--- config.mk ---
export PLATFORM = sky130hd
export DESIGN_NAME = ffs_front
export DESIGN_NICKNAME = d
export VERILOG_FILES = /design/src/hdl/ffs_pkg.sv /design/src/hdl/ffs_front.sv
export VERILOG_INCLUDE_DIRS = /design/src /design/src/hdl
export SDC_FILE = /design/constraint.sdc
export NUM_CORES = 1
export LEC_CHECK = 0
export BUFFER_PORTS_ARGS = -buffer_cell sky130_fd_sc_hd__buf_2
export CAP_MARGIN = 20
export CELL_PAD_IN_SITES_DETAIL_PLACEMENT = 1
export CELL_PAD_IN_SITES_GLOBAL_PLACEMENT = 1
export CORE_MARGIN = 2
export CORE_UTILIZATION = 50
export CTS_BUF_LIST = sky130_fd_sc_hd__clkbuf_8 sky130_fd_sc_hd__clkbuf_16
export DETAILED_ROUTE_END_ITERATION = 7
export PLACE_DENSITY_LB_ADDON = 0.1
export REMOVE_ABC_BUFFERS = 1
export SKIP_CTS_REPAIR_TIMING = 1
export SYNTH_ARGS = -nofsm -noshare
export SYNTH_HDL_FRONTEND = slang
export SYNTH_SLANG_ARGS = --single-unit
export TNS_END_PERCENT = 10
--- constraint.sdc ---
create_clock -name clk -period 11.2 [get_ports clk]
set_input_delay 0.56 -clock clk [delete_from_list [all_inputs] [get_ports clk]]
set_output_delay 0.56 -clock clk [all_outputs]
set_load 0.01 [all_outputs]
--- src/hdl/force_flux_stiffened_gas_core_defines.svh ---
// ----------------------------------------------------------------------------
// force_flux_stiffened_gas_core_defines
// Assertion macros shared by the flux core modules.
// ----------------------------------------------------------------------------
`ifndef FORCE_FLUX_STIFFENED_GAS_CORE_DEFINES_SVH
`define FORCE_FLUX_STIFFENED_GAS_CORE_DEFINES_SVH

// same-cycle implication, sampled on clk, off during reset
`define FFS_ASSERT_IMP(lbl, ante, cons, msg) \
    lbl: assert property (@(posedge clk) disable iff (!rst_n) (ante) |-> (cons)) \
        else $error(msg);

// next-cycle implication, sampled on clk, off during reset
`define FFS_ASSERT_NXT(lbl, ante, cons, msg) \
    lbl: assert property (@(posedge clk) disable iff (!rst_n) (ante) |=> (cons)) \
        else $error(msg);

`endif

--- src/hdl/ffs_pkg.sv ---
// ----------------------------------------------------------------------------
// ffs_pkg
// Types, latencies and saturating fixed-point helpers for the flux core.
// ----------------------------------------------------------------------------
package ffs_pkg;

    localparam int FRAC_BITS = 24;
    localparam int WORD_BITS = 64;

    localparam int MUL_LAT   = 2;
    localparam int DIV_LAT   = WORD_BITS + 2;
    localparam int FLUX_LAT  = DIV_LAT + 3 * MUL_LAT;
    localparam int BACK_LAT  = 2 * FLUX_LAT + MUL_LAT;
    localparam int Q_DEPTH   = 4;

    typedef logic signed [WORD_BITS-1:0] word_t;
    // index 0 density, 1 momentum, 2 energy
    typedef logic [2:0][WORD_BITS-1:0] cons_t;

    typedef struct packed {
        cons_t lft;
        cons_t rgt;
        logic  err;
    } item_t;

    typedef enum logic [1:0] {
        CFG_GAMMA = 2'd0,
        CFG_PINF  = 2'd1,
        CFG_DTDX  = 2'd2,
        CFG_DXDT  = 2'd3
    } cfg_idx_t;

    localparam word_t MAXV = {1'b0, {(WORD_BITS-1){1'b1}}};
    localparam word_t MINV = {1'b1, {(WORD_BITS-1){1'b0}}};
    localparam word_t ONE  = word_t'(64'd1 << FRAC_BITS);

    function automatic word_t sat_add(input word_t a, input word_t b);
        logic signed [WORD_BITS:0] s;
        s = {a[WORD_BITS-1], a} + {b[WORD_BITS-1], b};
        if (s[WORD_BITS] != s[WORD_BITS-1])
            return s[WORD_BITS] ? MINV : MAXV;
        return s[WORD_BITS-1:0];
    endfunction

    function automatic word_t sat_sub(input word_t a, input word_t b);
        logic signed [WORD_BITS:0] s;
        s = {a[WORD_BITS-1], a} - {b[WORD_BITS-1], b};
        if (s[WORD_BITS] != s[WORD_BITS-1])
            return s[WORD_BITS] ? MINV : MAXV;
        return s[WORD_BITS-1:0];
    endfunction

    function automatic word_t half(input word_t x);
        word_t t;
        t = x + word_t'({{(WORD_BITS-1){1'b0}}, x[WORD_BITS-1]});
        return t >>> 1;
    endfunction

endpackage

--- src/hdl/ffs_front.sv ---
// ----------------------------------------------------------------------------
// ffs_front
// Input side: accept a beat, flag zero densities, queue it for the back end.
// ----------------------------------------------------------------------------
`include "force_flux_stiffened_gas_core_defines.svh"

module ffs_front
    import ffs_pkg::*;
(
    input  logic        clk,
    input  logic        rst_n,
    input  logic        in_valid,
    output logic        in_stall,
    input  logic [62:0] left_density,
    input  word_t       left_momentum,
    input  word_t       left_energy,
    input  logic [62:0] right_density,
    input  word_t       right_momentum,
    input  word_t       right_energy,
    output item_t       head,
    output logic        head_valid,
    input  logic        pop
);

    localparam int PW = $clog2(Q_DEPTH);
    localparam int CW = $clog2(Q_DEPTH + 1);

    item_t          q_reg [0:Q_DEPTH-1];
    logic [PW-1:0]  wr_ptr_reg;
    logic [PW-1:0]  rd_ptr_reg;
    logic [CW-1:0]  count_reg;
    logic [CW-1:0]  count_next;
    logic           push;
    item_t          item;

    always_comb
    begin
        item.lft[0] = {1'b0, left_density};
        item.lft[1] = left_momentum;
        item.lft[2] = left_energy;
        item.rgt[0] = {1'b0, right_density};
        item.rgt[1] = right_momentum;
        item.rgt[2] = right_energy;
        item.err    = (left_density == '0) || (right_density == '0);
    end

    assign in_stall   = (count_reg == CW'(Q_DEPTH));
    assign push       = in_valid && !in_stall;
    assign head_valid = (count_reg != '0);
    assign head       = q_reg[rd_ptr_reg];

    always_comb
    begin
        count_next = count_reg;
        if (push && !pop)
            count_next = count_reg + 1'b1;
        else if (!push && pop)
            count_next = count_reg - 1'b1;
    end

    always_ff @(posedge clk)
    begin
        if (push)
            q_reg[wr_ptr_reg] <= item;
    end

    always_ff @(posedge clk or negedge rst_n)
    begin
        if (!rst_n)
        begin
            wr_ptr_reg <= '0;
            rd_ptr_reg <= '0;
            count_reg  <= '0;
        end
        else
        begin
            if (push)
                wr_ptr_reg <= wr_ptr_reg + 1'b1;
            if (pop)
                rd_ptr_reg <= rd_ptr_reg + 1'b1;
            count_reg <= count_next;
        end
    end

    `FFS_ASSERT_IMP(a_pop_nonempty, pop, count_reg != '0, "pop from empty queue")
    `FFS_ASSERT_NXT(a_count_up, push && !pop, count_reg == $past(count_reg) + 1'b1, "count lost")
    `FFS_ASSERT_IMP(a_no_overfill, 1'b1, count_reg <= CW'(Q_DEPTH), "queue overfilled")

endmodule

# ---- Word level (Yosys, flattened, before mapping)
# Memory sizes are Yosys's and may differ from the RTL's.
# Cells that the tools add are included.
dict set report totals {
  register_bits 7
  word_cells 24
  mem_count 1
  ramBits 1532
  input_bits 386
}
dict set report classes {
  n_eq_ne 1
  reduce_logical 11
  n_mux 4
  n_addsub 4
}
# memory depth word_bits rd rd_clocked_by_memory_dff write_ports line_no
set mem_list {}
lappend mem_list {q_reg 4 383 1 0 1 ffs_front.sv:28} ;# item_t q_reg [0:Q_DEPTH-1];
# cell count
set op_table {}
lappend op_table {{63-bit zero test} 2}
lappend op_table {{3-bit two-way mux} 2}
lappend op_table {{2-bit by 1-bit adder with 2-bit output (second input constant)} 2}
lappend op_table {{3-bit by 1-bit adder with 3-bit output (second input constant)} 1}
lappend op_table {{3-bit == test (second input constant)} 1}
lappend op_table {{1-bit logical AND} 3}
lappend op_table {{1-bit zero test} 3}
lappend op_table {{3-bit nonzero test} 1}
lappend op_table {{3-bit by 1-bit subtractor with 3-bit output (second input constant)} 1}
lappend op_table {{1-bit two-way mux} 2}
lappend op_table {{2-bit nonzero test} 1}
lappend op_table {{1-bit logical OR} 1}

# ---- Depth between registers and ports, before layout
# Gate-level depths: netlist of the first run.
dict set report logic_depth {
  ltp_word 7
  depth_mapped 9
  ltp_nobuf 8
}

# ---- Worst setup path before layout of the first run
# OpenSTA, ideal clock, no wires.
dict set report synth_path {
  path_type {input-to-reg}
  from {input port in_valid}
  to {memory q_reg[0][0] in the netlist's numbering, enable pin}
  slack_ns 0.804
  t_arrival_ns 9.601
  n_path_buf 1
  cell_stages 3
  cell_sequence {nor2b_1 clkbuf_1 and2_1}
}
dict set report synth_via {
  elab_chain_len 3
}
# item line_no
set synth_rtl {}
lappend synth_rtl {{from (decl)} ffs_front.sv:12} ;# input logic in_valid,
lappend synth_rtl {{1-bit logical AND} ffs_front.sv:48} ;# assign push = in_valid && !in_stall;
lappend synth_rtl {{via push} ffs_front.sv:33} ;# logic push;
lappend synth_rtl {{1-bit two-way mux} ffs_front.sv:63} ;# if (push)
lappend synth_rtl {{1-bit two-way mux (implied by the code)} ffs_front.sv:64} ;# q_reg[wr_ptr_reg] <= item;
lappend synth_rtl {{to (decl)} ffs_front.sv:28}
# The timed path passes the listed nets, and every way through them passes these cells.

==> reports/metrics.cfg, run 1 <==
[run_status]
status = finished, final reports clean

[power_and_ir_drop]
seq_power_share = 0.434
leakage_nw = 22.59
internal_dissipation_mw = 12.67
power.switching_fraction = 0.3041
clockPowerShare = 0.272
power-per-cell-area_nw_per_um2 = 273.1
netSwitchingPower_mw = 5.536
power.share.combinational = 0.294
vdd.ir_drop.worst_uv = 238.5

[yosys]
postSynth.topFlopCell = sky130_fd_sc_hd__edfxtp_1
synth_area_per_cell_um2 = 26.88
ys.warnings.count = 0
synthDominantCellAreaShare = 0.8215
postSynthRegisterBits = 1539
synth-edff-count = 1532
synth_sequential_area_ratio = 0.8247
cell_taking_the_most_area_after_synthesis = sky130_fd_sc_hd__edfxtp_1
postSynth.asyncResetShare = 0.004548
syn_inst = 2083
synth.cell_area_um2 = 56000
synth.top_cells.by_area = sky130_fd_sc_hd__edfxtp_1 (82%), sky130_fd_sc_hd__mux4_2 (15%), sky130_fd_sc_hd__buf_6 (0.80%), sky130_fd_sc_hd__buf_2 (0.37%), sky130_fd_sc_hd__nor4_1 (0.32%)
yosys.cell_types.count = 26

[hold_path]
hold_start = left_energy[58]
worst_hold_path_type = in -> reg
worst_hold_path.endpoint = q_reg[0][377]
hold_path_depth = 1

[final_layout]
finalNonFillerCells = 4627
num-nets-final = 3369
multi_input_area_um2 = 9124
layout-drive-gt1-share = 0.4499
final_common_cell = sky130_fd_sc_hd__edfxtp_1
regArea_um2 = 46190
area.growth.synth_to_final_pct = 19.03
num-fill-cells = 9257
largest_register_ffs = 1532
mostFrequentLayoutCells = sky130_fd_sc_hd__edfxtp_1 (1532), sky130_fd_sc_hd__buf_2 (770), sky130_fd_sc_hd__mux4_2 (383)

[detailed_routing]
drt_first_pass_iters = 5
initial_detailed_routing_violation_count = 1835
post_drt_wl_per_cell_um = 29.64
viasPerCell = 5.663
wl_um = 137100
antenna_violating_nets_post_route = 0
vias = 26200
post-route-drc-count = 0

[worst_setup_path]
rr_endpoint = q_reg[1][148]
crit_path_cell_trace = buf_4 -> buf_4 -> mux4_2 -> buf_2
crit_path_end_kind = output pin
type_of_element_launching_the_critical_path = flip-flop
reg2reg_depth = 5
critical_path_class = reg -> out
timing.critical_path.mode_cell = sky130_fd_sc_hd__buf_4
critPathMaxFanout = 48
critical_path.slowest_cell = sky130_fd_sc_hd__buf_4
worst_ep_arrival_time_ps = 4080
data_required_time_of_the_critical_path_ps = 10640
slowest_stage_delay_on_critical_path_ps = 840
r2r_start = count_reg[2]
reg2reg_setup_slack_ps = 7140

[clock_network]
htree_levels = 4
clock_latency_ps = 750
cts_root_cell = sky130_fd_sc_hd__clkbuf_16
tritoncts_clock_tree = done
clock_sinks = 1539
worst_setup_hold_path_clk_slew_ps = 60
cts-buffers-inserted = 157
clock_path_buffers = 3

[timing]
finalCriticalPeriod_ps = 4636
timing.final.setup_violations = 0
final-hold-violation-count = 0
highest_clock_rate_mhz = 215.7
final.hold.worst_slack_ps = 28.49
final-max-slew-violation-count = 0
grt_setup_unrepaired = no
period_share = 0.4139
tightest_slew_ps = 1133
clock-skew-final_ps = 22.79
final_critical_path_setup_slack_ps = 6564
max_slew_margin = 0.2449

[global_route]
grt_pass1_vias = 27970
globalRoute.busiestLayer = met2
grt_overflow_total = 0
globalRouteTotalUtil = 0.2409
antenna_found_initial = 71
gr-usage-met3 = 0.07812
grt_pass1_wl_um = 199500
global_route.usage.met1 = 0.3017
groute.layer.met2.usage = 0.3916
pin_count_of_the_biggest_net_entering_global_routing = 154

[floorplanning]
io-pin-count = 773
die_width_um = 338.7
core_um2 = 110800
die_height_um = 338.7
initial_core_util = 0.5053
fp-row-count = 122
design.die.area_um2 = 114700

[place]
preCtsSetupSlack_ps = 6998
placement.io_buffers = 770
detailed_place_hpwl_um = 88410
place.gp.congestion = 0.7742
place_inst = 4280

[job]
max_cap_viol_count = 0

[worst max-delay path, delay by kind of cell, from the launching register on]
kind,cells,cell delay [ps]
flops,1,800
mux,1,660
buf+inv,3,1750
[power groups by stage]
stage / Sequential [mW] / Clock [mW] / Combinational [mW]
3_5_place_dp: 8.01 / 0 / 5.48
5_1_grt: 7.98 / 5.26 / 5.69
2_1_floorplan: 8.77 / 0 / 3.67
4_1_cts: 7.90 / 5.06 / 5.50
3_3_place_gp: 7.96 / 0 / 5.40
6_report: 7.89 / 4.95 / 5.36
[cell type report]
type | instances | area share
antenna | 36 | 0.001352
clock inverter | 116 | 0.01066
sequential | 1539 | 0.6929
inverter | 4 | 0.0002253
tap | 1488 | 0.02793
multi-input combinational | 452 | 0.1369
timing repair buffer | 823 | 0.06675
clock buffer | 169 | 0.06328
[how the worst max path moves through the flow]
stage	start	end	cells past startpoint
6_report	rd_ptr_reg[0]	head[306]	4
5_1_grt	rd_ptr_reg[0]	head[306]	4
4_1_cts	rd_ptr_reg[0]	head[306]	4
3_5_place_dp	in_valid	q_reg[1][121]	5
3_3_place_gp	rd_ptr_reg[0]	head[306]	4
2_1_floorplan	rd_ptr_reg[0]	head[0]	1
[cell families after synthesis]
logic type	share of synthesized area
DFF	0.8247
muxes	0.1542
buffers and inverters	0.01265
and+or+nand+nor	0.005876
adders and majority gates	0.001475
xor gates and xnor gates	0.0009386
other	0.00006697
AOI/OAI and AO/OA	0.00008929
[Yosys cell counts, types with 3 or more instances]
master,number
sky130_fd_sc_hd__edfxtp_1,1532
sky130_fd_sc_hd__mux4_2,383
sky130_fd_sc_hd__buf_2,41
sky130_fd_sc_hd__buf_6,40
sky130_fd_sc_hd__nor4_1,29
sky130_fd_sc_hd__nand4_1,8
sky130_fd_sc_hd__dfrtp_1,7
sky130_fd_sc_hd__clkbuf_1,6
sky130_fd_sc_hd__ha_1,5
sky130_fd_sc_hd__and2_1,4
sky130_fd_sc_hd__inv_1,4
sky130_fd_sc_hd__nand2_1,3
sky130_fd_sc_hd__xnor2_1,3
sky130_fd_sc_hd__xor2_1,3
[routing by layer]
layer  share of wire  wire, um
met5          0.0026       350
met4           0.036      4986
met3           0.085     11590
met2            0.50     69100
met1            0.37     51110
[metrics by stage]
step	setup TNS, ps	area [um^2]	total power, mW	utilization
6_report	0	66660	18.21	0.6015
5_1_grt	0	66610	18.94	0.6011
4_1_cts	0	66300	18.46	0.5983
3_5_place_dp	0	61380	13.49	0.5538
2_1_floorplan	-1896710	55310	12.44	-
3_3_place_gp	0	61350	13.36	0.5536
Note: power is estimated with default switching activity, not from simulation.
==> run 2: changes to the inputs <==
==> constraint.sdc (replaced) <==
create_clock -name clk -period 4.7 [get_ports clk]
set_input_delay 0.235 -clock clk [delete_from_list [all_inputs] [get_ports clk]]
set_output_delay 0.235 -clock clk [all_outputs]
set_load 0.01 [all_outputs]
==> reports/metrics.cfg, run 2 (same netlist as run 1, synthesis figures left out) <==
[run_status]
status = finished, final reports clean

[detailed_routing]
post-route-drc-count = 0
viasPerCell = 5.575
wl_um = 144700
drt_first_pass_iters = 5
vias = 27860
initial_detailed_routing_violation_count = 2045
antenna_violating_nets_post_route = 0
post_drt_wl_per_cell_um = 28.95

[timing]
tightest_slew_ps = 966.1
clock-skew-final_ps = 19.14
final_critical_path_setup_slack_ps = 1394
grt_setup_unrepaired = no
final-hold-violation-count = 0
period_share = 0.7034
finalCriticalPeriod_ps = 3306
highest_clock_rate_mhz = 302.5
timing.final.setup_violations = 0
max_slew_margin = 0.3500
finalSetupTns_ps = 0
final-max-slew-violation-count = 0

[global_route]
grt_overflow_total = 0
globalRouteTotalUtil = 0.2415
antenna_found_initial = 31
grt_pass1_vias = 28400
grt_pass1_wl_um = 200200
pin_count_of_the_biggest_net_entering_global_routing = 82

[power_and_ir_drop]
vdd.ir_drop.worst_uv = 410.6
clockPowerShare = 0.268
internal_dissipation_mw = 30.43
power-per-cell-area_nw_per_um2 = 623.2
power_mw = 43.98
power.switching_fraction = 0.3081
netSwitchingPower_mw = 13.55
leakage_nw = 24.25
power.share.combinational = 0.303
seq_power_share = 0.429

[final_layout]
fin_util = 0.6368
final_common_cell = sky130_fd_sc_hd__edfxtp_1
area.growth.synth_to_final_pct = 26.02
final_area_um2 = 70570
num-nets-final = 3755
mostFrequentLayoutCells = sky130_fd_sc_hd__edfxtp_1 (1532), sky130_fd_sc_hd__buf_2 (770), sky130_fd_sc_hd__dlygate4sd3_1 (386)
largest_register_ffs = 1532
layout-drive-gt1-share = 0.4091

[floorplanning]
initial_core_util = 0.5053
design.die.area_um2 = 114700
die_width_um = 338.7
io-pin-count = 773
core_um2 = 110800
die_height_um = 338.7
fp-row-count = 122

[clock_network]
cts-buffers-inserted = 159
clock_path_buffers = 3
clock_latency_ps = 750
tritoncts_clock_tree = done
cts_root_cell = sky130_fd_sc_hd__clkbuf_16
worst_setup_hold_path_clk_slew_ps = 60
htree_levels = 4
clock_sinks = 1539

[worst_setup_path]
data_required_time_of_the_critical_path_ps = 4470
worst_ep_arrival_time_ps = 3070
type_of_element_launching_the_critical_path = flip-flop
critical_path_class = reg -> out
critPathMaxFanout = 47
crit_path_end_kind = output pin

[place]
area_of_placed_instances_um2 = 61760
placement.io_buffers = 770
preCtsSetupSlack_ps = 1851
place.gp.congestion = 0.7959
detailed_place_hpwl_um = 89410

[job]
max_cap_viol_count = 0

[hold_path]
worst_hold_path_type = in -> reg

[run 2: cell count changes in the layout (fill, tap and decap cells not counted), moves of 3 or more]
cell,previous run,this run
sky130_fd_sc_hd__clkinv_1,38,35
sky130_fd_sc_hd__buf_12,9,27
sky130_fd_sc_hd__dlygate4sd3_1,26,386
sky130_fd_sc_hd__buf_4,17,24
sky130_fd_sc_hd__inv_1,43,39
sky130_fd_sc_hd__diode_2,36,23
sky130_fd_sc_hd__clkinv_2,23,28
sky130_fd_sc_hd__inv_6,0,5
[run 2: power groups by stage]
stage                     registers [mW]  clock network (mW)  logic [mW]
after CTS                           18.8                12.0        13.3
after detailed placement            19.1                   0        13.2
final                               18.9                11.8        13.3
after global routing                19.1                12.5        14.1
after floorplan                     20.0                   0        5.29
after global placement              18.9                   0        13.1
[run 2: layout make-up]
type	count	area (um^2)
Clock inverter	117	705.7
Clock buffer	167	4179
Inverter	4	15.01
Multi-Input combinational cell	452	9124
Fill cell	9175	40250
Antenna cell	23	57.56
Tap cell	1488	1862
Sequential cell	1539	46190
Timing Repair Buffer	1207	8438
[run 2: metrics by stage]
step	hold WS, ps	cells
after global routing	210.2	4990
after detailed placement	82.15	4304
after CTS	-726.1	4588
after floorplan	-60.59	1995
final	240.8	4997
after global placement	76.49	4304
[run 2: per-layer routing]
metal,track usage,wire length [um],vias up,share of wire
met5,0,153,-,0.0011
met4,0.07861,3921,24,0.027
met3,0.07464,10280,208,0.071
met2,0.4083,76220,1116,0.53
met1,0.2986,54080,14800,0.37
li1,-,-,11710,-
[run 2: path summary, 6_finish.rpt]
| path | from | to | slack (ps) | cells past startpoint |
|---|---|---|---|---|
| worst max-delay path | rd_ptr_reg[1] | head[22] | 1390 | 3 |
| worst min-delay path | right_momentum[52] | q_reg[2][116] | 240 | 2 |
| worst max register to register | count_reg[2] | q_reg[3][271] | 1880 | 4 |
| worst min register to register | count_reg[2] | count_reg[2] | 520 | 1 |
| max in group asynchronous | rst_n | rd_ptr_reg[0] | 3870 | 3 |
| min in group asynchronous | rst_n | rd_ptr_reg[1] | 550 | 3 |
[run 2: worst max-delay path: stages (launching register included)]
cell and delay, ps:
sky130_fd_sc_hd__dfrtp_4 960, sky130_fd_sc_hd__buf_4 680, sky130_fd_sc_hd__mux4_2 450, sky130_fd_sc_hd__buf_2 170
